`src/hdl/sst_pkg.sv`:
```
package sst_pkg;

  // fixed field widths
  localparam int KEY_W   = 32;
  localparam int COUNT_W = 7;

  // request kinds
  typedef enum logic [1:0] {
    KIND_INSERT = 2'd0,
    KIND_DELETE = 2'd1,
    KIND_SEARCH = 2'd2,
    KIND_CLEAR  = 2'd3
  } kind_e;

  // response status codes
  typedef enum logic [1:0] {
    ST_OK     = 2'd0,
    ST_DUP    = 2'd1,
    ST_ABSENT = 2'd2,
    ST_FULL   = 2'd3
  } status_e;

endpackage

```
`src/hdl/sst_if.sv`:
```
// request channel: one word per request
interface sst_req_if;
  import sst_pkg::*;
  logic                    valid;
  logic                    ready;
  kind_e                   kind;
  logic signed [KEY_W-1:0] key;
  modport source (output valid, kind, key, input ready);
  modport sink   (input valid, kind, key, output ready);
endinterface

// response channel: one word per request
interface sst_rsp_if;
  import sst_pkg::*;
  logic               valid;
  logic               ready;
  status_e            status;
  logic [COUNT_W-1:0] entry_count;
  modport source (output valid, status, entry_count, input ready);
  modport sink   (input valid, status, entry_count, output ready);
endinterface

```
`src/hdl/sst_ram.sv`:
```
module sst_ram #(
  parameter int DEPTH = 64,
  parameter int AW    = 6,
  parameter int DW    = 32
) (
  input  logic          clk_i,
  input  logic          we_i,
  input  logic [AW-1:0] waddr_i,
  input  logic [DW-1:0] wdata_i,
  input  logic          re_i,
  input  logic [AW-1:0] raddr_i,
  output logic [DW-1:0] rdata_o
);

  logic [DW-1:0] mem_q [DEPTH];

  // one write port, one registered read port
  always_ff @(posedge clk_i) begin
    if (we_i) begin
      mem_q[waddr_i] <= wdata_i;
    end
    if (re_i) begin
      rdata_o <= mem_q[raddr_i];
    end
  end

endmodule

```
`src/hdl/sorted_set_table.sv`:
```
// Sorted set table: holds up to CAPACITY distinct signed 32-bit keys in
// ascending order in one single-port-read, single-port-write memory.
// req_i carries one word per request (kind, key): insert, delete, search
// or clear. rsp_o returns one word per request: status and the number of
// keys held after it. Both channels use valid/ready.
// One request is worked at a time. A request walks the table upward from
// entry 0, one memory read per cycle: search stops at the first entry not
// below the key, insert ripples the later entries up by one, delete
// ripples them down by one. The response is formed once the walk ends
// (a clear skips the walk), and the next request is taken after that
// response has gone to the output register.
// The response sits in an output register; a new request is taken while
// an earlier response still waits. If the receiver stalls, a finished
// request holds in the block until the output register frees.
// Reset empties the table (count goes to zero) and drops any pending
// response; memory contents are left as they are.
module sorted_set_table #(
  parameter int CAPACITY = 64
) (
  input  logic      clk_i,
  input  logic      rst_ni,
  sst_req_if.sink   req_i,
  sst_rsp_if.source rsp_o
);
  import sst_pkg::*;

  localparam int CW = $clog2(CAPACITY + 1);
  localparam int AW = (CAPACITY > 1) ? $clog2(CAPACITY) : 1;
  localparam logic [CW-1:0] CapCnt = CW'(CAPACITY);

  typedef enum logic [2:0] {
    S_IDLE,
    S_CMP,
    S_END,
    S_INS,
    S_DEL,
    S_DONE
  } state_e;

  state_e                  state_q, state_d;
  kind_e                   kind_q, kind_d;
  logic signed [KEY_W-1:0] key_q, key_d;
  logic [KEY_W-1:0]        carry_q, carry_d;
  logic [CW-1:0]           idx_q, idx_d;
  logic [CW-1:0]           count_q, count_d;
  status_e                 res_q, res_d;
  logic                    out_valid_q, out_valid_d;
  status_e                 out_status_q, out_status_d;
  logic [COUNT_W-1:0]      out_count_q, out_count_d;

  logic             ram_we, ram_re;
  logic [AW-1:0]    ram_waddr, ram_raddr;
  logic [KEY_W-1:0] ram_wdata, ram_rdata;

  logic [CW:0]           idx_inc, idx_inc2, count_ext;
  logic                  full, rd_lt, rd_eq;
  logic [CW+COUNT_W-1:0] count_wide;

  sst_ram #(
    .DEPTH (CAPACITY),
    .AW    (AW),
    .DW    (KEY_W)
  ) u_ram (
    .clk_i   (clk_i),
    .we_i    (ram_we),
    .waddr_i (ram_waddr),
    .wdata_i (ram_wdata),
    .re_i    (ram_re),
    .raddr_i (ram_raddr),
    .rdata_o (ram_rdata)
  );

  // walk pointers and compares against the entry just read
  assign idx_inc    = {1'b0, idx_q} + (CW+1)'(1);
  assign idx_inc2   = {1'b0, idx_q} + (CW+1)'(2);
  assign count_ext  = {1'b0, count_q};
  assign full       = (count_q == CapCnt);
  assign rd_lt      = $signed(ram_rdata) < key_q;
  assign rd_eq      = (ram_rdata == $unsigned(key_q));
  assign count_wide = {{COUNT_W{1'b0}}, count_q};

  // ports
  assign req_i.ready       = (state_q == S_IDLE);
  assign rsp_o.valid       = out_valid_q;
  assign rsp_o.status      = out_status_q;
  assign rsp_o.entry_count = out_count_q;

  // sequencer: next state and memory access
  always_comb begin
    state_d      = state_q;
    kind_d       = kind_q;
    key_d        = key_q;
    carry_d      = carry_q;
    idx_d        = idx_q;
    count_d      = count_q;
    res_d        = res_q;
    out_valid_d  = out_valid_q;
    out_status_d = out_status_q;
    out_count_d  = out_count_q;
    ram_re       = 1'b0;
    ram_raddr    = idx_q[AW-1:0];
    ram_we       = 1'b0;
    ram_waddr    = idx_q[AW-1:0];
    ram_wdata    = carry_q;

    // response taken
    if (rsp_o.ready) begin
      out_valid_d = 1'b0;
    end

    unique case (state_q)
      S_IDLE: begin
        if (req_i.valid) begin
          kind_d = req_i.kind;
          key_d  = req_i.key;
          idx_d  = '0;
          if (req_i.kind == KIND_CLEAR) begin
            count_d = '0;
            res_d   = ST_OK;
            state_d = S_DONE;
          end else if (count_q == '0) begin
            state_d = S_END;
          end else begin
            ram_re    = 1'b1;
            ram_raddr = '0;
            state_d   = S_CMP;
          end
        end
      end

      // ram_rdata holds entry idx
      S_CMP: begin
        if (rd_lt) begin
          idx_d = idx_inc[CW-1:0];
          if (idx_inc == count_ext) begin
            state_d = S_END;
          end else begin
            ram_re    = 1'b1;
            ram_raddr = idx_inc[AW-1:0];
          end
        end else if (rd_eq) begin
          unique case (kind_q)
            KIND_INSERT: begin
              res_d   = ST_DUP;
              state_d = S_DONE;
            end
            KIND_DELETE: begin
              if (idx_inc == count_ext) begin
                count_d = count_q - CW'(1);
                res_d   = ST_OK;
                state_d = S_DONE;
              end else begin
                ram_re    = 1'b1;
                ram_raddr = idx_inc[AW-1:0];
                state_d   = S_DEL;
              end
            end
            default: begin
              res_d   = ST_OK;
              state_d = S_DONE;
            end
          endcase
        end else if (kind_q == KIND_INSERT) begin
          if (full) begin
            res_d   = ST_FULL;
            state_d = S_DONE;
          end else begin
            // key goes here, old entry is carried up
            ram_we    = 1'b1;
            ram_wdata = key_q;
            carry_d   = ram_rdata;
            idx_d     = idx_inc[CW-1:0];
            if (idx_inc < count_ext) begin
              ram_re    = 1'b1;
              ram_raddr = idx_inc[AW-1:0];
            end
            state_d = S_INS;
          end
        end else begin
          res_d   = ST_ABSENT;
          state_d = S_DONE;
        end
      end

      // key above every entry held
      S_END: begin
        if (kind_q == KIND_INSERT) begin
          if (full) begin
            res_d = ST_FULL;
          end else begin
            ram_we    = 1'b1;
            ram_wdata = key_q;
            count_d   = count_q + CW'(1);
            res_d     = ST_OK;
          end
        end else begin
          res_d = ST_ABSENT;
        end
        state_d = S_DONE;
      end

      // ripple up: write carried entry, pick up the one it displaces
      S_INS: begin
        ram_we    = 1'b1;
        ram_wdata = carry_q;
        if (idx_q == count_q) begin
          count_d = count_q + CW'(1);
          res_d   = ST_OK;
          state_d = S_DONE;
        end else begin
          carry_d = ram_rdata;
          idx_d   = idx_inc[CW-1:0];
          if (idx_inc < count_ext) begin
            ram_re    = 1'b1;
            ram_raddr = idx_inc[AW-1:0];
          end
        end
      end

      // ripple down: ram_rdata holds entry idx + 1
      S_DEL: begin
        ram_we    = 1'b1;
        ram_wdata = ram_rdata;
        idx_d     = idx_inc[CW-1:0];
        if (idx_inc2 == count_ext) begin
          count_d = count_q - CW'(1);
          res_d   = ST_OK;
          state_d = S_DONE;
        end else begin
          ram_re    = 1'b1;
          ram_raddr = idx_inc2[AW-1:0];
        end
      end

      // hand the word to the output register once it is free
      S_DONE: begin
        if (!out_valid_q || rsp_o.ready) begin
          out_valid_d  = 1'b1;
          out_status_d = res_q;
          out_count_d  = count_wide[COUNT_W-1:0];
          state_d      = S_IDLE;
        end
      end

      default: begin
        state_d = S_IDLE;
      end
    endcase
  end

  // state and registered outputs
  always_ff @(posedge clk_i or negedge rst_ni) begin
    if (!rst_ni) begin
      state_q      <= S_IDLE;
      kind_q       <= KIND_INSERT;
      key_q        <= '0;
      carry_q      <= '0;
      idx_q        <= '0;
      count_q      <= '0;
      res_q        <= ST_OK;
      out_valid_q  <= 1'b0;
      out_status_q <= ST_OK;
      out_count_q  <= '0;
    end else begin
      state_q      <= state_d;
      kind_q       <= kind_d;
      key_q        <= key_d;
      carry_q      <= carry_d;
      idx_q        <= idx_d;
      count_q      <= count_d;
      res_q        <= res_d;
      out_valid_q  <= out_valid_d;
      out_status_q <= out_status_d;
      out_count_q  <= out_count_d;
    end
  end

endmodule
```
`src/flat_wrapper.sv`:
```
// flat-port wrapper written by rule: the top's interface ports become plain ports
module sorted_set_table_flat import sst_pkg::*;
#(
  parameter int CAPACITY = 64
)
  (clk_i, rst_ni, req_i_valid, req_i_kind, req_i_key, req_i_ready, rsp_o_valid, rsp_o_status, rsp_o_entry_count, rsp_o_ready);
  sst_req_if req_i_i ();
  sst_rsp_if rsp_o_i ();
  input  logic clk_i;
  input  logic rst_ni;
  input wire logic [$bits(req_i_i.valid)-1:0] req_i_valid;
  input wire logic [$bits(req_i_i.kind)-1:0] req_i_kind;
  input wire logic [$bits(req_i_i.key)-1:0] req_i_key;
  output wire logic [$bits(req_i_i.ready)-1:0] req_i_ready;
  output wire logic [$bits(rsp_o_i.valid)-1:0] rsp_o_valid;
  output wire logic [$bits(rsp_o_i.status)-1:0] rsp_o_status;
  output wire logic [$bits(rsp_o_i.entry_count)-1:0] rsp_o_entry_count;
  input wire logic [$bits(rsp_o_i.ready)-1:0] rsp_o_ready;
  assign req_i_i.valid = req_i_valid;
  assign req_i_i.kind = req_i_kind;
  assign req_i_i.key = req_i_key;
  assign req_i_ready = req_i_i.ready;
  assign rsp_o_valid = rsp_o_i.valid;
  assign rsp_o_status = rsp_o_i.status;
  assign rsp_o_entry_count = rsp_o_i.entry_count;
  assign rsp_o_i.ready = rsp_o_ready;
  sorted_set_table #(.CAPACITY(CAPACITY)) u_core (.clk_i(clk_i), .rst_ni(rst_ni), .req_i(req_i_i), .rsp_o(rsp_o_i));
endmodule
```
`config.mk`:
```
export PLATFORM = sky130hd
export DESIGN_NAME = sorted_set_table_flat
export DESIGN_NICKNAME = d
export VERILOG_FILES = /design/src/hdl/sst_pkg.sv /design/src/hdl/sst_if.sv /design/src/hdl/sst_ram.sv /design/src/hdl/sorted_set_table.sv /design/src/flat_wrapper.sv
export SDC_FILE = /design/constraint.sdc
export NUM_CORES = 2
export LEC_CHECK = 0
export BUFFER_PORTS_ARGS = -buffer_cell sky130_fd_sc_hd__buf_2
export CORE_ASPECT_RATIO = 0.5
export CORE_MARGIN = 8
export CORE_UTILIZATION = 40
export DETAILED_ROUTE_END_ITERATION = 7
export HOLD_SLACK_MARGIN = 0.05
export SLEW_MARGIN = 40
export SYNTH_ARGS = -nofsm -noshare
export SYNTH_HDL_FRONTEND = slang
export SYNTH_SLANG_ARGS = --single-unit
```
`constraint.sdc`:
```
create_clock -name clk_i -period 4.35 [get_ports clk_i]
set_input_delay 0.2175 -clock clk_i [delete_from_list [all_inputs] [get_ports clk_i]]
set_output_delay 0.2175 -clock clk_i [all_outputs]
set_load 0.01 [all_outputs]
```
==> results_dict.tcl <==
set metrics [dict create \
    wirelength_mm 299.1 \
    vias_in_the_first_global_route 56500 \
    wire_length_of_the_first_global_routing_pass_mm 414.7 \
    numPortBuffers 48 \
    finalClockSkew_ns 0.06405 \
    gr-total-overflow 0 \
    final_critical_path_setup_slack_ns -0.8200 \
    die_h_um 348.6 \
    min_delay_path_depth 4 \
    cts.clk_slew.worst_paths_ns 0.06 \
    core_um2 220600 \
    yosys_register_bits 2175 \
    postSynthNetCount 6463 \
    area.growth.synth_to_final_pct 25.18 \
    drtPass1Iterations 8 \
    critPathMaxFanout 7 \
    period_needed_ns 5.170 \
    grt.met1_usage_pct 34.61 \
    holdCritPathClass "primary input to register" \
    cts-buffers-inserted 207 \
    post-dp-hpwl_mm 188.9 \
    ys_types 90 \
    gp_congestion 0.9289 \
    io-pin-count 49 \
    clk_root_buffer_cell "sky130_fd_sc_hd__clkbuf_16" \
    setup_viol_count_final 32 \
    final_min_period_over_clock_period_pct 118.9 \
    groute.layer.met3.usage_pct 5.874 \
    path_type_of_the_worst_setup_path "register to register" \
    cts.path.max_buffers 4 \
    global_route.usage.total_pct 23.97 \
    rows 122 \
    fraction_of_layout_cells_with_a_size_suffix_above_1_pct 23.27 \
    critical_path.max_stage_delay_ns 0.59 \
    violated_checks "setup timing" \
    postSynth.asyncResetShare_pct 4.368 \
    worstPathArrival_ns 5.83 \
    netlist.area_leader.share_pct 70.56 \
    critPathLaunchType "register" \
    report.final.slew_viol_count 0 \
    worst_slew_margin_rel_pct 43.29 \
    critical_path_endpoint "u_core.u_ram.rdata_o[3]$_DFFE_PP_" \
    synth-edff-count 2080 \
    maximum_number_of_pins_on_one_net_before_global_route_repair 66 \
    routed_via_density 5.808 \
    r2r_setup_slack_ns -0.82 \
    postSynthCellCount 6375 \
    end_kind "register" \
    wire_per_inst_um 28.62 \
    synth.cell_area_um2 88520 \
    main_synth_ff_type "sky130_fd_sc_hd__edfxtp_1" \
    worstReg2RegStart "u_core.idx_q[1]$_DFFE_PN0P_" \
    unrepaired_setup_endpoints_after_global_routing "yes" \
    synth.avg_cell_area_um2 13.89 \
    clkSinkCount 2175 \
    die_w_um 681.3 \
    final_net_count 7393 \
    timing.reg2reg.worst_path_depth 21 \
    ys_seq_area_share_pct 73.24 \
    timing.final.hold_violations 0 \
    yosysWarnings 0 \
    grtUsageMet2_pct 35.80 \
    antenna_found_initial 18 \
    fmax_mhz 193.4 \
    crit-reg2reg-capture "u_core.u_ram.rdata_o[3]$_DFFE_PP_" \
    worst_path_max_delay_cell "sky130_fd_sc_hd__o211ai_1" \
    synth.area.top_cells "sky130_fd_sc_hd__edfxtp_1 71%, sky130_fd_sc_hd__nand2_1 6.2%, sky130_fd_sc_hd__mux2i_1 4.2%" \
    htreeDepth 4 \
    run_status "complete, but fails checks" \
    clock_insertion_delay_worst_skew_ns 0.86 \
    path_cells "ha_4 > and3_4 > and2_4 > xnor2_2 > ha_1 > nand3_2 > a211oi_4 > buf_4 > buf_6 > or3_4 > a32oi_4 > o211ai_1 > a211oi_2 > a21boi_4 > buf_4 > buf_4 > nand2_2 > buf_6 > buf_12 > o211ai_1 > or3_4" \
    initialDrtViolationCount 8904 \
    mostFrequentLayoutCells "2,080 x sky130_fd_sc_hd__edfxtp_1, 1,438 x sky130_fd_sc_hd__nand2_1, 684 x sky130_fd_sc_hd__buf_4, 468 x sky130_fd_sc_hd__nand3_1, 342 x sky130_fd_sc_hd__mux2i_1" \
    worst_slew_pin_slew_ns 0.8483 \
    drv.max_cap_violation_count 0 \
    place_worst_setup_slack_ns -1.305 \
    global_route.peak_usage_layer "met2" \
    cell_occurring_most_often_along_the_worst_timing_path "sky130_fd_sc_hd__buf_4" \
    cts_tree "yes" \
    initial_utilization_pct 40.13 \
    num_vias 60700 \
    design.die.area_um2 237500 \
    most_common_cell_after_layout_fill_and_taps_aside "sky130_fd_sc_hd__edfxtp_1" \
    synth_area_leader_cell "sky130_fd_sc_hd__edfxtp_1" \
    postLayoutCoreUtil_pct 50.24 \
    setup.worst_path.start "u_core.idx_q[1]$_DFFE_PN0P_" \
    route.detailed.drc 0 \
    postRouteAntennaNets 0 \
    data_required_time_at_the_worst_endpoint_ns 5.01 \
]
==> state kept, by name (all words and copies together), names as in the netlist <==
signal                    cells
u_core.kind_q                 2
u_core.res_q                  2
u_core.carry_q               32
u_core.rsp_o.status           2
u_core.idx_q                  7
u_core.u_ram.rdata_o         32
u_core.rsp_o.entry_count      7
u_core.u_ram.mem_q         2048
u_core.key_q                 32
u_core.state_q                3
u_core.rsp_o.valid            1
u_core.count_q                7
==> synth_stat cells, types with 14 or more instances <==
master / instances
sky130_fd_sc_hd__o211ai_1: 29
sky130_fd_sc_hd__a21oi_1: 155
sky130_fd_sc_hd__inv_1: 52
sky130_fd_sc_hd__edfxtp_1: 2080
sky130_fd_sc_hd__clkbuf_1: 188
sky130_fd_sc_hd__buf_1: 53
sky130_fd_sc_hd__and3_1: 77
sky130_fd_sc_hd__nand4_1: 136
sky130_fd_sc_hd__o21ai_0: 108
sky130_fd_sc_hd__a221oi_1: 17
sky130_fd_sc_hd__nand2_1: 1453
sky130_fd_sc_hd__mux2i_1: 369
sky130_fd_sc_hd__o22a_1: 64
sky130_fd_sc_hd__a31oi_1: 49
sky130_fd_sc_hd__nand3_1: 488
sky130_fd_sc_hd__ha_1: 49
sky130_fd_sc_hd__a32oi_1: 198
sky130_fd_sc_hd__mux2_2: 49
sky130_fd_sc_hd__a311oi_1: 57
sky130_fd_sc_hd__buf_2: 139
sky130_fd_sc_hd__nor3_1: 16
sky130_fd_sc_hd__or3_1: 14
sky130_fd_sc_hd__nor2_1: 189
sky130_fd_sc_hd__dfrtp_1: 95
sky130_fd_sc_hd__a22oi_1: 16
==> layer usage <==
layer  vias to the layer above  part of all wire (%)
met5                         -                0.0077
met4                         4                   3.3
met3                       473                    13
met2                      3617                    43
met1                     30570                    41
li1                      26030                     -
==> metrics by stage <==
step | TNS [ns] | std cells | instance area, um^2 | hold WS, ns
2_1_floorplan | -315.00 | 6375 | 88590 | -0.07809
3_3_place_gp | -32.11 | 9909 | 101000 | 0.3029
3_5_place_dp | -29.08 | 9909 | 101000 | 0.2987
4_1_cts | -18.39 | 10370 | 109300 | 0.09494
5_1_grt | -24.32 | 10440 | 110800 | 0.1202
6_report | -21.03 | 10450 | 110800 | 0.1400
==> worst max-delay path, delay by kind of cell (launching register included) <==
| kind | cells | cell delay, ns |
|---|---|---|
| adders and majority gates | 2 | 0.52 |
| xor gates and xnor gates | 1 | 0.13 |
| AOI/OAI and AO/OA | 6 | 1.74 |
| and+or+nand+nor | 6 | 1.26 |
| DFF | 1 | 0.45 |
| buffers and inverters | 6 | 0.89 |
==> repair_timing <==
item,CTS,global route
setup buffers,47,60
pin swaps,65,85
hold buffers,39,0
resized for setup,175,163
cloned,11,13
endpoints found under the setup margin,198,1912
hold endpoints to repair,86,0
==> cells by family after synthesis <==
kind of cell | after synthesis | share of synthesized area (%)
buf+inv | 456 | 2.274
simple gates | 2457 | 12.19
fa+ha+maj | 50 | 0.7152
xor+xnor | 15 | 0.1484
compound gates | 804 | 6.636
mux | 418 | 4.796
flops | 2175 | 73.24
==> area by class of cell <==
type / count / area (um^2)
fill: 18450 / 109800
sequential: 2175 / 64840
multi-input combinational: 3745 / 23320
timing repair buffer: 1123 / 12360
clock buffer: 259 / 5480
tap: 2976 / 3724
clock inverter: 111 / 863.3
inverter: 53 / 198.9
antenna: 8 / 20.02
==> how the worst min path moves through the flow <==
stage,start,to
finish,req_i_key[6],u_core.key_q[6]$_DFFE_PN0P_
global placement,rst_ni,u_core.idx_q[3]$_DFFE_PN0P_
floorplan,rst_ni,u_core.carry_q[0]$_DFFE_PN0P_
CTS,req_i_key[6],u_core.key_q[6]$_DFFE_PN0P_
global route,req_i_key[6],u_core.key_q[6]$_DFFE_PN0P_
detailed placement,rst_ni,u_core.idx_q[3]$_DFFE_PN0P_
Power is not shown: default switching activity piles up to over one toggle a cycle in this logic, so the estimate is an artifact.
